[src/sv/tsr_pkg.sv]
// ---------------------------------------------------------------------------
// Track spike remover package
// Shared widths, register indexes, record and job types and state encodings.
// ---------------------------------------------------------------------------
package tsr_pkg;

    localparam int FRAME_BITS    = 20;
    localparam int FRACTION_BITS = 16;
    localparam int DATA_W        = 32;
    localparam int THR_W         = 24;
    localparam int MODE_W        = 2;
    localparam int IDX_W         = 2;
    localparam int QUEUE_DEPTH   = 2;

    // Quotient holds one integer bit, so the fraction may reach exactly one.
    localparam int QUO_W   = FRACTION_BITS + 1;
    localparam int REM_W   = FRAME_BITS + 1;
    localparam int CNT_W   = $clog2(QUO_W);
    localparam int PROD_W  = 2 * DATA_W;
    localparam int SUM_W   = PROD_W + 1;

    localparam logic [CNT_W-1:0] DIV_LAST = CNT_W'(QUO_W - 1);

    // Configuration register indexes.
    localparam logic [IDX_W-1:0] REG_PIXEL_THR  = IDX_W'(0);
    localparam logic [IDX_W-1:0] REG_SCALE_THR  = IDX_W'(1);
    localparam logic [IDX_W-1:0] REG_TRACK_MODE = IDX_W'(2);

    localparam logic [THR_W-1:0]  PIXEL_THR_RESET  = THR_W'(256);
    localparam logic [THR_W-1:0]  SCALE_THR_RESET  = THR_W'(655);
    localparam logic [MODE_W-1:0] TRACK_MODE_RESET = MODE_W'(0);

    // Mode bits.
    localparam int MODE_SCALE_BIT = 0;
    localparam int MODE_ROT_BIT   = 1;

    typedef logic signed [DATA_W-1:0] word_t;

    typedef struct packed {
        logic [FRAME_BITS-1:0] frame;
        word_t                 x;
        word_t                 y;
        word_t                 ax;
        word_t                 ay;
        word_t                 sx;
        word_t                 sy;
        word_t                 rot;
        logic                  locked;
    } rec_t;

    // One unit of work for the back end.
    typedef struct packed {
        rec_t prev;
        rec_t mid;
        rec_t nxt;
        logic do_clean;
        logic emit_mid;
        logic emit_last;
    } job_t;

    typedef struct packed {
        logic [THR_W-1:0]  pixel_thr;
        logic [THR_W-1:0]  scale_thr;
        logic [MODE_W-1:0] mode;
    } cfg_t;

    typedef enum logic [1:0] {
        FILL_EMPTY,
        FILL_ONE,
        FILL_TWO
    } fill_t;

    typedef enum logic [2:0] {
        BK_IDLE,
        BK_PREP,
        BK_DIV,
        BK_MUL,
        BK_DECIDE,
        BK_EMIT_MID,
        BK_EMIT_LAST
    } back_state_t;

    // Multiplier schedule: interpolation products, threshold square, distances.
    typedef enum logic [3:0] {
        ST_EX,
        ST_EY,
        ST_ESX,
        ST_ESY,
        ST_EROT,
        ST_THR,
        ST_SEX,
        ST_SEY,
        ST_SPX,
        ST_SPY,
        ST_SNX,
        ST_SNY,
        ST_DRAIN
    } mul_step_t;

endpackage

[src/sv/tsr_fifo.sv]
// ---------------------------------------------------------------------------
// Track spike remover job queue
// Short register queue that decouples the front end from the back end.
// ---------------------------------------------------------------------------
module tsr_fifo (
    input  logic          clk,
    input  logic          rst_n,
    input  logic          push,
    input  tsr_pkg::job_t wdata,
    output logic          full,
    input  logic          pop,
    output logic          empty,
    output tsr_pkg::job_t rdata
);
    import tsr_pkg::*;

    localparam int PTR_W = (QUEUE_DEPTH > 1) ? $clog2(QUEUE_DEPTH) : 1;
    localparam int CNT_QW = $clog2(QUEUE_DEPTH + 1);

    job_t              mem_reg [QUEUE_DEPTH];
    logic [PTR_W-1:0]  wr_ptr_reg;
    logic [PTR_W-1:0]  rd_ptr_reg;
    logic [CNT_QW-1:0] count_reg;

    assign full  = (count_reg == CNT_QW'(QUEUE_DEPTH));
    assign empty = (count_reg == '0);
    assign rdata = mem_reg[rd_ptr_reg];

    // Storage is written only on a push.
    always_ff @(posedge clk)
    begin
        if (push)
        begin
            mem_reg[wr_ptr_reg] <= wdata;
        end
    end

    // Pointers wrap at the queue depth.
    always_ff @(posedge clk or negedge rst_n)
    begin
        if (!rst_n)
        begin
            wr_ptr_reg <= '0;
            rd_ptr_reg <= '0;
            count_reg  <= '0;
        end
        else
        begin
            if (push)
            begin
                wr_ptr_reg <= (wr_ptr_reg == PTR_W'(QUEUE_DEPTH - 1)) ? '0
                              : wr_ptr_reg + 1'b1;
            end
            if (pop)
            begin
                rd_ptr_reg <= (rd_ptr_reg == PTR_W'(QUEUE_DEPTH - 1)) ? '0
                              : rd_ptr_reg + 1'b1;
            end
            if (push && !pop)
            begin
                count_reg <= count_reg + 1'b1;
            end
            else if (pop && !push)
            begin
                count_reg <= count_reg - 1'b1;
            end
        end
    end

endmodule

[config.mk]
export PLATFORM = sky130hd
export DESIGN_NAME = tsr_fifo
export DESIGN_NICKNAME = d
export VERILOG_FILES = /design/src/sv/tsr_pkg.sv /design/src/sv/tsr_fifo.sv
export SDC_FILE = /design/constraint.sdc
export NUM_CORES = 1
export LEC_CHECK = 0
export BUFFER_PORTS_ARGS = -buffer_cell sky130_fd_sc_hd__buf_2
export CORE_AREA = 2 2 573 575
export DETAILED_ROUTE_END_ITERATION = 10
export DIE_AREA = 0 0 575 577
export PLACE_DENSITY = 0.43
export SETUP_SLACK_MARGIN = 0.05
export SYNTH_ARGS = -nofsm -noshare
export SYNTH_HDL_FRONTEND = slang
export SYNTH_SLANG_ARGS = --single-unit
[constraint.sdc]
create_clock -name clk -period 36 [get_ports clk]
set_input_delay 10.8 -clock clk [delete_from_list [all_inputs] [get_ports clk]]
set_output_delay 10.8 -clock clk [all_outputs]
set_load 0.02 [all_outputs]
; ---- Word-level counts from Yosys, hierarchy flattened
; Memory sizes are Yosys's and may differ from the RTL's.
; Cells that the tools add are included.
[totals]
ff_bits = 4
ram_bits = 1476
in_bits = 742
output_inout_bits = 740
elab_cells = 21
n_memories = 1
[memory_table]
columns = name, depth, width, read_ports, rd_clocked_by_memory_dff, write_ports, line_no
row1 = mem_reg, 2, 738, 1, 0, 1, tsr_fifo.sv:20  ; job_t mem_reg [QUEUE_DEPTH];
[classes]
addsub = 4
eq_ne = 1
muxes = 6
reduce_logical = 6
[op_table]
columns = cell, n
row1 = 1-bit 2-to-1 mux, 4
row2 = 2-bit 2-to-1 mux, 2
row3 = 1-bit adder (second input constant), 2
row4 = 2-bit by 1-bit adder with 2-bit output (second input constant), 1
row5 = 2-bit equality test (second input constant), 1
row6 = 1-bit logical AND, 2
row7 = 1-bit logical NOT, 2
row8 = 2-bit logical NOT, 1
row9 = 2-bit nonzero test, 1
row10 = 2-bit by 1-bit subtractor with 2-bit output (second input constant), 1

; ---- Depth between registers and ports, before layout
[depth]
depth_word = 4
mapped_depth = 5
mapped_depth_nobuf = 5

; ---- Worst setup path before layout
; No wires, ideal clock.
[synth_timing]
path_type = input -> register
startpoint = input port push
endpoint = memory mem_reg[0][0] (netlist name), enable pin
t_arrival_ps = 42404
slack_ps = -8352
cell_stages = 1
path_buffers = 0
path_cell_list = nor2b_1
[synth_between]
elab_chain_len = 2
[synth_lines]
columns = item, line_no
row1 = from (decl), tsr_fifo.sv:8  ; input logic push,
row2 = 1-bit 2-to-1 mux, tsr_fifo.sv:32  ; if (push)
row3 = 1-bit 2-to-1 mux (implied by the code), tsr_fifo.sv:34  ; mem_reg[wr_ptr_reg] <= wdata;
row4 = to (decl), tsr_fifo.sv:20
; No other way between the ends.

==> metrics.md <==
| Metric | Value |
|---|---|
| Crit path time final | `17.87 ns` |
| Final WL | `224 mm` |
| Wire per inst | `26.4 um` |
| Mapped Cells | `2312` |
| CP max FO | `approximately 110` |
| Final Core Density | `22.8%` |
| FF+latch count, synth | `~1.5k` |
| Largest register FFs | `1476` |
| Crit Path Class | `reg -> out` |
| Clock transition at path regs | `0.06 ns` |
| CP startpoint kind | `flip-flop` |
| RSZ-0062 raised after global routing | `false` |
| Cell mode on critical path | `buf_4` |
| Most common cell after layout, fill and taps aside | `buf_2` |
| Fillers | `about 34k` |
| CP peak stage delay | `0.83 ns` |
| Setup ws final | `18.13 ns` |
| Setup TNS Final | `0 ns` |
| Final hold violation count | `0` |
| Skew final | `0.0618 ns` |
| Gpl congestion | `around 0.80` |
| P_leak | `28.6 nW` |
| Initial antenna violation count | `259` |
| Num CTS Buffers | `176` |
| Post-Syn Area | `57000 um^2` |
| Clk_lat worst skew | `0.85 ns` |
| Clk buf depth | `4` |
| Crit path max-delay family | `buffers and inverters` |
| Post-synth cell types | `14` |
| WHS | `0.488 ns` |
| Buf/Inv on CP | `7` |
| Flip-flop and latch area | `44400 um^2` |
| Worst slew pin tran | `~1.2 ns` |
| Port bufs | `1481` |
| Vias in the first global route | `30.4k` |
| CP Cell Sequence | `buf_12 > buf_4 > buf_4 > buf_4 > buf_4 > buf_4 > mux2_4 > buf_2` |
| H-tree depth | `4` |
| Placed cells | `about 8.1k` |
| Routed vias/inst | `around 3.5` |
| WP data required | `around 25 ns` |
| CTS tree | `built` |
| DRT Pass-1 Iters | `5` |
| Placement Setup Slack | `18.90 ns` |
| Overflow after GRT | `0` |
| Fin crit share | `49.6%` |
| Mean Syn Cell Area | `24.7 um^2` |
| Total GRT Usage | `approximately an eighth` |
| Multi-input gate area | `11000 um^2` |
| Endpoint class of the critical path | `output port` |
| First-pass GRT wire length | `~290 mm` |
| Share of cells above drive strength 1 | `61.7%` |
| DRC viols | `0` |
| Status | `completed` |
| Clock sink total | `1480` |
| # nets final | `~4.7k` |
| Chip width | `575 um` |
| CP Data Arrival Time | `7.07 ns` |
| Routed vias | `29.7k` |
| Pwr dens | `86.1 nW/um^2` |
| Max VDD drop | `about 0.056 mV` |
| Die ar. | `around 330000 um^2` |
| Synthesis Warnings | `0` |
| Die H | `roughly 580 um` |
| DP HPWL | `177 mm` |
| Syn Nets | `3055` |
| Hold crit path type | `reg -> reg` |
| Final ANT Viol Nets | `0` |
| IO Count | `1482` |
| Initial DRC Count | `1933` |
| Hold-fix buffers, CTS | `0` |
| Commonest cells after routing, fill and taps aside | `buf_2, edfxtp_1, mux2_4, clkbuf_16, mux2_2` |
| Largest net degree at the start of global routing | `121` |
| Final Non-Filler Cells | `8473` |
| CTS root buf | `clkbuf_16` |
| Resized Gates After CTS | `0` |
| Max Cap Viol | `0` |
| F_max | `0.0560 GHz` |
| Starting Density | `17.5%` |
| Setup Fix Bufs, Post-CTS | `0` |
| Core Box Area | `326000 um^2` |
| Post-synthesis sequential area ratio | `77.9%` |
| Worst R2R Setup Slack | `30.80 ns` |
| Slew HR | `18.7%` |
| CP max-delay cell | `buf_4` |
| # setup viols final | `0` |
| Max Slew Vio Count | `0` |
| Layout area overhead | `30.5%` |
| # rows | `210` |
## Yosys cell counts
library cell | n | area (um^2)
mux2_4 | 700 | 10500
and2_1 | 1 | 6.26
mux2_2 | 38 | 428
dfrtp_1 | 4 | 100
ha_1 | 1 | 12.5
buf_6 | 3 | 33.8
nor2_1 | 2 | 7.51
inv_1 | 1 | 3.75
nor2b_1 | 2 | 12.5
buf_12 | 77 | 1540
xnor2_1 | 1 | 8.76
buf_4 | 2 | 15.0
edfxtp_1 | 1476 | 44300
xor2_1 | 4 | 35.0
## stage by stage
step | area, um^2 | power, mW
final | 74400 | 6.41
after floorplan | 57000 | 4.31
after detailed placement | 68600 | 4.78
after global routing | 74300 | 6.69
after CTS | 74300 | 6.55
after global placement | 68600 | 4.77
## report_power, final
| group | internal (mW) | switching (mW) | total (mW) |
|---|---|---|---|
| clock network | 1.00 | 0.733 | 1.74 |
| logic | 0.882 | 1.42 | 2.30 |
| registers | 2.29 | 0.0828 | 2.37 |
## cell families (layout without fill, tap and decap cells)
kind of cell,Yosys count,after routing,share of synthesized area [%]
other,0,60,0
AND/OR/NAND/NOR,5,5,0.0461
buffers and inverters,83,1838,2.79
adder cells (fa/ha/maj),1,1,0.0219
XOR/XNOR,5,5,0.0768
flip-flops,1480,1480,77.9
multiplexers,738,738,19.2
## path summary, 6_finish.rpt
check | end | startpoint | depth (start not counted)
max reg2reg | mem_reg[1][640]$_DFFE_PP_ | wr_ptr_reg$_DFFE_PN0P_ | 6
max in group asynchronous | rd_ptr_reg$_DFFE_PN0P_ | rst_n | 1
min in group asynchronous | count_reg[1]$_DFFE_PN0P_ | rst_n | 1
max | rdata[694] | rd_ptr_reg$_DFFE_PN0P_ | 8
min reg2reg | count_reg[1]$_DFFE_PN0P_ | count_reg[1]$_DFFE_PN0P_ | 1
min | count_reg[1]$_DFFE_PN0P_ | count_reg[1]$_DFFE_PN0P_ | 1
## per-layer routing
metal,vias up,GRT usage [%],part of all wire (%)
met5,-,0,0.34
met4,118,3.15,3.0
met3,582,7.12,14
met2,1598,21.2,46
met1,14700,14.4,37
li1,12600,-,-
## cell type report
class                           count  share of cell area, %
Tap cell                         4346                   7.31
Antenna cell                       60                  0.202
Sequential cell                  1480                   59.7
Clock buffer                      215                   6.25
Inverter                            1                0.00504
Timing Repair Buffer             1520                   10.4
Multi-Input combinational cell    749                   14.8
Clock inverter                    102                   1.29
Power figures use the tool's default switching activity.
