## src/sv/tsr_pkg.sv

```systemverilog
// ---------------------------------------------------------------------------
// Track spike remover package
// Shared widths, register indexes, record and job types and state encodings.
// ---------------------------------------------------------------------------
package tsr_pkg;

    localparam int FRAME_BITS    = 20;
    localparam int FRACTION_BITS = 16;
    localparam int DATA_W        = 32;
    localparam int THR_W         = 24;
    localparam int MODE_W        = 2;
    localparam int IDX_W         = 2;
    localparam int QUEUE_DEPTH   = 2;

    // Quotient holds one integer bit, so the fraction may reach exactly one.
    localparam int QUO_W   = FRACTION_BITS + 1;
    localparam int REM_W   = FRAME_BITS + 1;
    localparam int CNT_W   = $clog2(QUO_W);
    localparam int PROD_W  = 2 * DATA_W;
    localparam int SUM_W   = PROD_W + 1;

    localparam logic [CNT_W-1:0] DIV_LAST = CNT_W'(QUO_W - 1);

    // Configuration register indexes.
    localparam logic [IDX_W-1:0] REG_PIXEL_THR  = IDX_W'(0);
    localparam logic [IDX_W-1:0] REG_SCALE_THR  = IDX_W'(1);
    localparam logic [IDX_W-1:0] REG_TRACK_MODE = IDX_W'(2);

    localparam logic [THR_W-1:0]  PIXEL_THR_RESET  = THR_W'(256);
    localparam logic [THR_W-1:0]  SCALE_THR_RESET  = THR_W'(655);
    localparam logic [MODE_W-1:0] TRACK_MODE_RESET = MODE_W'(0);

    // Mode bits.
    localparam int MODE_SCALE_BIT = 0;
    localparam int MODE_ROT_BIT   = 1;

    typedef logic signed [DATA_W-1:0] word_t;

    typedef struct packed {
        logic [FRAME_BITS-1:0] frame;
        word_t                 x;
        word_t                 y;
        word_t                 ax;
        word_t                 ay;
        word_t                 sx;
        word_t                 sy;
        word_t                 rot;
        logic                  locked;
    } rec_t;

    // One unit of work for the back end.
    typedef struct packed {
        rec_t prev;
        rec_t mid;
        rec_t nxt;
        logic do_clean;
        logic emit_mid;
        logic emit_last;
    } job_t;

    typedef struct packed {
        logic [THR_W-1:0]  pixel_thr;
        logic [THR_W-1:0]  scale_thr;
        logic [MODE_W-1:0] mode;
    } cfg_t;

    typedef enum logic [1:0] {
        FILL_EMPTY,
        FILL_ONE,
        FILL_TWO
    } fill_t;

    typedef enum logic [2:0] {
        BK_IDLE,
        BK_PREP,
        BK_DIV,
        BK_MUL,
        BK_DECIDE,
        BK_EMIT_MID,
        BK_EMIT_LAST
    } back_state_t;

    // Multiplier schedule: interpolation products, threshold square, distances.
    typedef enum logic [3:0] {
        ST_EX,
        ST_EY,
        ST_ESX,
        ST_ESY,
        ST_EROT,
        ST_THR,
        ST_SEX,
        ST_SEY,
        ST_SPX,
        ST_SPY,
        ST_SNX,
        ST_SNY,
        ST_DRAIN
    } mul_step_t;

endpackage

```

## src/sv/tsr_if.sv

```systemverilog
// ---------------------------------------------------------------------------
// Track spike remover channels
// Keyframe input channel and result output channel, valid/ready handshake.
// ---------------------------------------------------------------------------
interface tsr_key_if;
    import tsr_pkg::*;

    logic                  valid;
    logic                  ready;
    logic [FRAME_BITS-1:0] frame_number;
    word_t                 pos_x;
    word_t                 pos_y;
    word_t                 anchor_in_x;
    word_t                 anchor_in_y;
    word_t                 scale_in_x;
    word_t                 scale_in_y;
    word_t                 rotation_in;
    logic                  is_locked;
    logic                  is_final;

    modport source (
        output valid, frame_number, pos_x, pos_y, anchor_in_x, anchor_in_y,
               scale_in_x, scale_in_y, rotation_in, is_locked, is_final,
        input  ready
    );
    modport sink (
        input  valid, frame_number, pos_x, pos_y, anchor_in_x, anchor_in_y,
               scale_in_x, scale_in_y, rotation_in, is_locked, is_final,
        output ready
    );
endinterface


```

## src/sv/tsr_front.sv

```systemverilog
// ---------------------------------------------------------------------------
// Track spike remover front end
// Accepts keyframes, keeps the two-record window and queues output jobs.
// ---------------------------------------------------------------------------
module tsr_front (
    input  logic          clk,
    input  logic          rst_n,
    tsr_key_if.sink       keyframe,
    input  logic          q_full,
    output logic          push,
    output tsr_pkg::job_t job
);
    import tsr_pkg::*;

    fill_t fill_reg;
    fill_t fill_next;
    rec_t  prev_reg;
    rec_t  mid_reg;
    rec_t  cur;
    logic  accept;
    logic  fin;
    logic  load_mid;
    logic  shift_win;

    assign keyframe.ready = !q_full;
    assign accept         = keyframe.valid && !q_full;
    assign fin            = keyframe.is_final;

    // Incoming record.
    always_comb
    begin
        cur.frame  = keyframe.frame_number;
        cur.x      = keyframe.pos_x;
        cur.y      = keyframe.pos_y;
        cur.ax     = keyframe.anchor_in_x;
        cur.ay     = keyframe.anchor_in_y;
        cur.sx     = keyframe.scale_in_x;
        cur.sy     = keyframe.scale_in_y;
        cur.rot    = keyframe.rotation_in;
        cur.locked = keyframe.is_locked;
    end

    // Window fill: next state.
    always_comb
    begin
        fill_next = fill_reg;
        if (accept)
        begin
            unique case (fill_reg)
                FILL_EMPTY: fill_next = fin ? FILL_EMPTY : FILL_ONE;
                default:    fill_next = fin ? FILL_EMPTY : FILL_TWO;
            endcase
        end
    end

    // Window fill: job and window update.
    always_comb
    begin
        push      = 1'b0;
        load_mid  = 1'b0;
        shift_win = 1'b0;
        job.prev      = prev_reg;
        job.mid       = mid_reg;
        job.nxt       = cur;
        job.do_clean  = 1'b0;
        job.emit_mid  = 1'b1;
        job.emit_last = fin;
        if (accept)
        begin
            unique case (fill_reg)
                FILL_EMPTY:
                begin
                    push         = fin;
                    load_mid     = !fin;
                    job.emit_mid = 1'b0;
                end
                FILL_ONE:
                begin
                    push      = 1'b1;
                    shift_win = !fin;
                end
                default:
                begin
                    push         = 1'b1;
                    shift_win    = !fin;
                    job.do_clean = !mid_reg.locked;
                end
            endcase
        end
    end

    always_ff @(posedge clk or negedge rst_n)
    begin
        if (!rst_n)
        begin
            fill_reg <= FILL_EMPTY;
        end
        else
        begin
            fill_reg <= fill_next;
        end
    end

    // Raw window: the middle record moves back unchanged.
    always_ff @(posedge clk)
    begin
        if (load_mid)
        begin
            mid_reg <= cur;
        end
        else if (shift_win)
        begin
            prev_reg <= mid_reg;
            mid_reg  <= cur;
        end
    end

endmodule

```

## src/flat_wrapper.sv

```systemverilog
// flat-port wrapper written by rule: the top's interface ports become plain ports
module tsr_front_flat import tsr_pkg::*;
  (clk, rst_n, q_full, push, job, keyframe_valid, keyframe_frame_number, keyframe_pos_x, keyframe_pos_y, keyframe_anchor_in_x, keyframe_anchor_in_y, keyframe_scale_in_x, keyframe_scale_in_y, keyframe_rotation_in, keyframe_is_locked, keyframe_is_final, keyframe_ready);
  tsr_key_if keyframe_i ();
  input  logic clk;
  input  logic rst_n;
  input  logic q_full;
  output logic push;
  output tsr_pkg::job_t job;
  input wire logic [$bits(keyframe_i.valid)-1:0] keyframe_valid;
  input wire logic [$bits(keyframe_i.frame_number)-1:0] keyframe_frame_number;
  input wire logic [$bits(keyframe_i.pos_x)-1:0] keyframe_pos_x;
  input wire logic [$bits(keyframe_i.pos_y)-1:0] keyframe_pos_y;
  input wire logic [$bits(keyframe_i.anchor_in_x)-1:0] keyframe_anchor_in_x;
  input wire logic [$bits(keyframe_i.anchor_in_y)-1:0] keyframe_anchor_in_y;
  input wire logic [$bits(keyframe_i.scale_in_x)-1:0] keyframe_scale_in_x;
  input wire logic [$bits(keyframe_i.scale_in_y)-1:0] keyframe_scale_in_y;
  input wire logic [$bits(keyframe_i.rotation_in)-1:0] keyframe_rotation_in;
  input wire logic [$bits(keyframe_i.is_locked)-1:0] keyframe_is_locked;
  input wire logic [$bits(keyframe_i.is_final)-1:0] keyframe_is_final;
  output wire logic [$bits(keyframe_i.ready)-1:0] keyframe_ready;
  assign keyframe_i.valid = keyframe_valid;
  assign keyframe_i.frame_number = keyframe_frame_number;
  assign keyframe_i.pos_x = keyframe_pos_x;
  assign keyframe_i.pos_y = keyframe_pos_y;
  assign keyframe_i.anchor_in_x = keyframe_anchor_in_x;
  assign keyframe_i.anchor_in_y = keyframe_anchor_in_y;
  assign keyframe_i.scale_in_x = keyframe_scale_in_x;
  assign keyframe_i.scale_in_y = keyframe_scale_in_y;
  assign keyframe_i.rotation_in = keyframe_rotation_in;
  assign keyframe_i.is_locked = keyframe_is_locked;
  assign keyframe_i.is_final = keyframe_is_final;
  assign keyframe_ready = keyframe_i.ready;
  tsr_front u_core (.clk(clk), .rst_n(rst_n), .keyframe(keyframe_i), .q_full(q_full), .push(push), .job(job));
endmodule
```

## config.mk

```make
export PLATFORM = sky130hd
export DESIGN_NAME = tsr_front_flat
export DESIGN_NICKNAME = d
export VERILOG_FILES = /design/src/sv/tsr_pkg.sv /design/src/sv/tsr_if.sv /design/src/sv/tsr_front.sv /design/src/flat_wrapper.sv
export SDC_FILE = /design/constraint.sdc
export NUM_CORES = 1
export LEC_CHECK = 0
export BUFFER_PORTS_ARGS = -buffer_cell sky130_fd_sc_hd__clkbuf_2
export CAP_MARGIN = 20
export CORE_AREA = 2 2 382 384
export CTS_BUF_LIST = sky130_fd_sc_hd__clkbuf_8
export DETAILED_ROUTE_END_ITERATION = 8
export DIE_AREA = 0 0 384 386
export PLACE_DENSITY = 0.39
export REMOVE_ABC_BUFFERS = 1
export SYNTH_ARGS = -nofsm -noshare
export SYNTH_HDL_FRONTEND = slang
export SYNTH_SLANG_ARGS = --single-unit
```

## constraint.sdc

```tcl
create_clock -name clk -period 31.5 [get_ports clk]
set_input_delay 6.3 -clock clk [delete_from_list [all_inputs] [get_ports clk]]
set_output_delay 6.3 -clock clk [all_outputs]
set_load 0.01 [all_outputs]
```

---- After elaboration in Yosys (flattened, before gate mapping) ----
Index checks and enable logic that the tools add are counted.
storage, ports and cells
  bits in latches ......................... 0
  memories kept ........................... 0
  output and inout bits ................... 740
  register bits after elaboration ......... 492
  ROM bits ................................ 0
  logic and storage cells ................. 43
  input bits .............................. 250
  memory bits (writable) .................. 0
cells by class
  multipliers ............................. 0
  add/sub/neg operators ................... 0
  div/mod/pow operators ................... 0
  muxes and demuxes ....................... 14
  eq/ne operators ......................... 1
  shift-type cells ........................ 0
  magnitude comparators ................... 0
  bitwise logic cells ..................... 1
  reductions and logical operators ........ 8
operator list
  operator                                                          number
  245-bit two-way mux                                               2
  1-bit two-way mux                                                 9
  2-bit two-way mux                                                 3
  1-bit logical NOT                                                 3
  2-bit by 1-bit == test with 1-bit output (second input constant)  1
  2-bit logical NOT                                                 1
  2-bit AND reduction                                               1
  2-bit nonzero test                                                1
  2-bit OR reduction                                                1
  1-bit logical AND                                                 1
  1-bit inverter                                                    1

---- Depth between registers and ports, before layout ----
  depth after elaboration ................. 5
  depth in mapped cells ................... 2

---- Worst setup path before layout ----
OpenSTA, ideal clock, no wires.
  path kind ............................... input -> register
  start point ............................. in q_full
  end point ............................... reg u_core.prev_reg, in the netlist u_core.job[493] (enable)
  path buffers ............................ 0
  cell stages on the path ................. 2
  path slack .............................. 7.186 ns
  setup time .............................. 1.155 ns
  data arrival time ....................... 23.160 ns
  data required time ...................... 30.345 ns
  cells stage by stage .................... nand2b_1 > nor3_1
on the way
  cells in the longest elaborated chain, start to end .. 5
  elaborated cells on any way between the ends .. 6
ends and longest elaborated chain
  what                             line               RTL
  start: declaration               flat_wrapper.sv:7  input logic q_full;
  1-bit logical NOT *              tsr_front.sv:26    assign accept = keyframe.valid && !q_full;
  1-bit logical AND *              tsr_front.sv:26
  1-bit two-way mux                tsr_front.sv:68    if (accept)
  1-bit inverter (no line)         -
  2-bit AND reduction (no line) *  -
  end signal: assignment           tsr_front.sv:113   prev_reg <= mid_reg;
  end: declaration                 tsr_front.sv:17    rec_t prev_reg;
Mark *: on every way between the ends. The rest lies on a longest branch, timed or not.
A chain may end at the register's enable or synchronous reset.

==> results_dict.tcl <==
set metrics [dict create \
    synth_xor_area_share_pct 0 \
    largest_register_ffs 490 \
    dpl.hpwl_um 71600 \
    vias 10458 \
    nets 1844 \
    syn_area_um2 16700 \
    synth_cell_types 11 \
    tightest_slew_ps 952 \
    synth_edf_count 490 \
    synth_top_family_by_area "buffers and inverters" \
    core_um2 145000 \
    synth_compound_area_share_pct 0.142 \
    cts_setup_buffers 0 \
    synthTopCellsByArea "edfxtp_1 88%, buf_4 11%, dfrtp_1 0.30%" \
    clk_pin_slew_ps 60 \
    report.final.setup_viol 0 \
    yosysWarnings 0 \
    die-area_um2 148000 \
    grt_pass1_wl_um 104000 \
    cp-end-kind "output port" \
    pre_cts_ws_ps 17690 \
    synth_top_area_share_pct 88.1 \
    setup_tns_ps 0 \
    grtUsageTotal_pct 10.9 \
    worstPathArrival_ps 7460 \
    cts_hold_buffers 0 \
    syn_to_final_growth_pct 44.3 \
    post_drt_wl_per_cell_um 23.8 \
    io_buffer_count 989 \
    muxShareOfSynthArea_pct 0 \
    irDropWorstVdd_mv 0.0348 \
    cts_resized 0 \
    grt_setup_unrepaired "no" \
    status "completed" \
    hold_viol 0 \
    leakage_uw 0.00969 \
    clockRootBuffer "clkbuf_8" \
    avgSynthCellArea_um2 22.2 \
    place_congestion 0.844 \
    antenna_found_initial 69 \
    postSynthCellCount 751 \
    fill_cells 15958 \
    routed_wl_um 85500 \
    yosys.cell_count.top_type "edfxtp_1" \
    final.setup_skew_ps 35.7 \
    seq_area_frac_synth_pct 88.4 \
    synth_flop_cell "edfxtp_1" \
    yosys.area.top_type "edfxtp_1" \
    synth_fa_ha_area_share_pct 0 \
    drv_slew 0 \
    p_int_uw 1130 \
    dr.pass1.iters 5 \
    die_x_um 384 \
    fp-row-count 140 \
    gr-total-overflow 0 \
    cts_inserted_buffers 89 \
    cts_tree "built" \
    comb_power_share_pct 7.7 \
    vias_per_cell 2.91 \
    clock-sinks 492 \
    clock.fmax_mhz 72.6 \
    period_minus_slack_ps 13760 \
    clockBufferDepth 3 \
    die_h_um 386 \
    grt_pass1_vias 9922 \
    initial_core_util_pct 11.6 \
    synth.ff_latch_count 492 \
    path_max_fanout 5 \
    pwr-share-seq_pct 51.1 \
    hp-class "reg -> reg" \
    drv_cap 0 \
    powerDensity_nw_per_um2 62.7 \
    grt_max_degree 71 \
    slew-limit-headroom_pct 36.6 \
    drive_above_1_share_pct 66.8 \
    route.detailed.drc 0 \
    drt_iter0_markers 691 \
    io_pins 990 \
    ys_async_sr_fraction_pct 0.407 \
    switching_share_pct 25.2 \
    synth-simple-area-share_pct 0.322 \
    fin_ws_ps 17740 \
    whs_ps 430 \
    ant_nets 0 \
    p_clk_share_pct 41.2 \
    cp.required_ps 25200 \
    clock_latency_ps 760 \
    crit_type "in -> out" \
    start_kind "input pin" \
    power_switching_uw 380 \
    final.period_utilization_pct 43.7 \
    htree_levels 3 \
    yosys-top-cells-count "490 x edfxtp_1, 246 x buf_4, 3 x nor2_1, 3 x nor3_1" \
]
[cells by family after synthesis]
| logic type | after synthesis |
|---|---|
| flip-flops | 492 |
| AO/OA/AOI/OAI | 2 |
| buffers and inverters | 248 |
| AND/OR/NAND/NOR | 9 |
[layout make-up]
class | instances | area (um2) | area share (%)
sequential | 492 | 14800 | 61.3
clock buffer | 91 | 1250 | 5.20
timing repair buffer | 998 | 5020 | 20.8
inverter | 2 | 7.51 | 0.0312
clock inverter | 70 | 536 | 2.22
tap | 1917 | 2400 | 9.96
multi-input combinational | 11 | 90.1 | 0.374
antenna | 8 | 20.0 | 0.0831
[through the flow]
step	utilization (%)	std cells	cell area, um2	power [uW]
3_5_place_dp	15.4	3420	22300	903
4_1_cts	16.7	3581	24100	1540
5_1_grt	16.7	3581	24100	1580
2_1_floorplan	-	505	14800	816
3_3_place_gp	15.4	3420	22300	904
6_report	16.7	3589	24100	1510
[cells in the final DEF, fill, tap and decap left out, drive strengths merged]
| master | Yosys | layout |
|---|---|---|
| clkbuf | 0 | 1080 |
| edfxtp | 490 | 490 |
| inv | 2 | 31 |
| clkinv | 0 | 31 |
| buf | 246 | 9 |
| diode | 0 | 8 |
| bufinv | 0 | 8 |
| nor2 | 3 | 3 |
| nor3 | 3 | 3 |
| clkinvlp | 0 | 2 |
| dfrtp | 2 | 2 |
| nand2b | 1 | 1 |
| or4b | 1 | 1 |
| o2bb2ai | 1 | 1 |
| nand3b | 1 | 1 |
| a32oi | 1 | 1 |
[power by group through the flow]
stage | Clock, uW | Combinational (uW) | Sequential (uW)
after global placement | 0 | 119 | 785
final | 623 | 116 | 772
after floorplan | 0 | 10.5 | 806
after detailed placement | 0 | 118 | 785
after CTS | 654 | 118 | 772
after global routing | 678 | 124 | 774
[path summary, 6_finish.rpt]
kind                       cells after the start  slack [ps]                  to                from
max                                            4       17740              job[2]              q_full
min                                            0         430     u_core.job[702]     u_core.job[457]
max reg2reg                                    5       28460     u_core.job[539]  u_core.fill_reg[0]
min reg2reg                                    0         430     u_core.job[702]     u_core.job[457]
max in group asynchronous                      1       26060  u_core.fill_reg[0]               rst_n
min in group asynchronous                      1        5330  u_core.fill_reg[1]               rst_n
[metal layers]
metal | GRT usage (%) | vias up | part of all wire [%]
li1 | - | 4318 | -
met1 | 13.5 | 5147 | 41
met2 | 17.2 | 785 | 46
met3 | 4.63 | 206 | 11
met4 | 3.01 | 2 | 2.6
met5 | 0 | - | 0.022
[worst max-delay path, cell delays in order]
cell,delay [ps]
clkbuf_2,110
nand2b_1,260
nor3_1,540
clkbuf_2,250
Power figures use the tool's default switching activity.
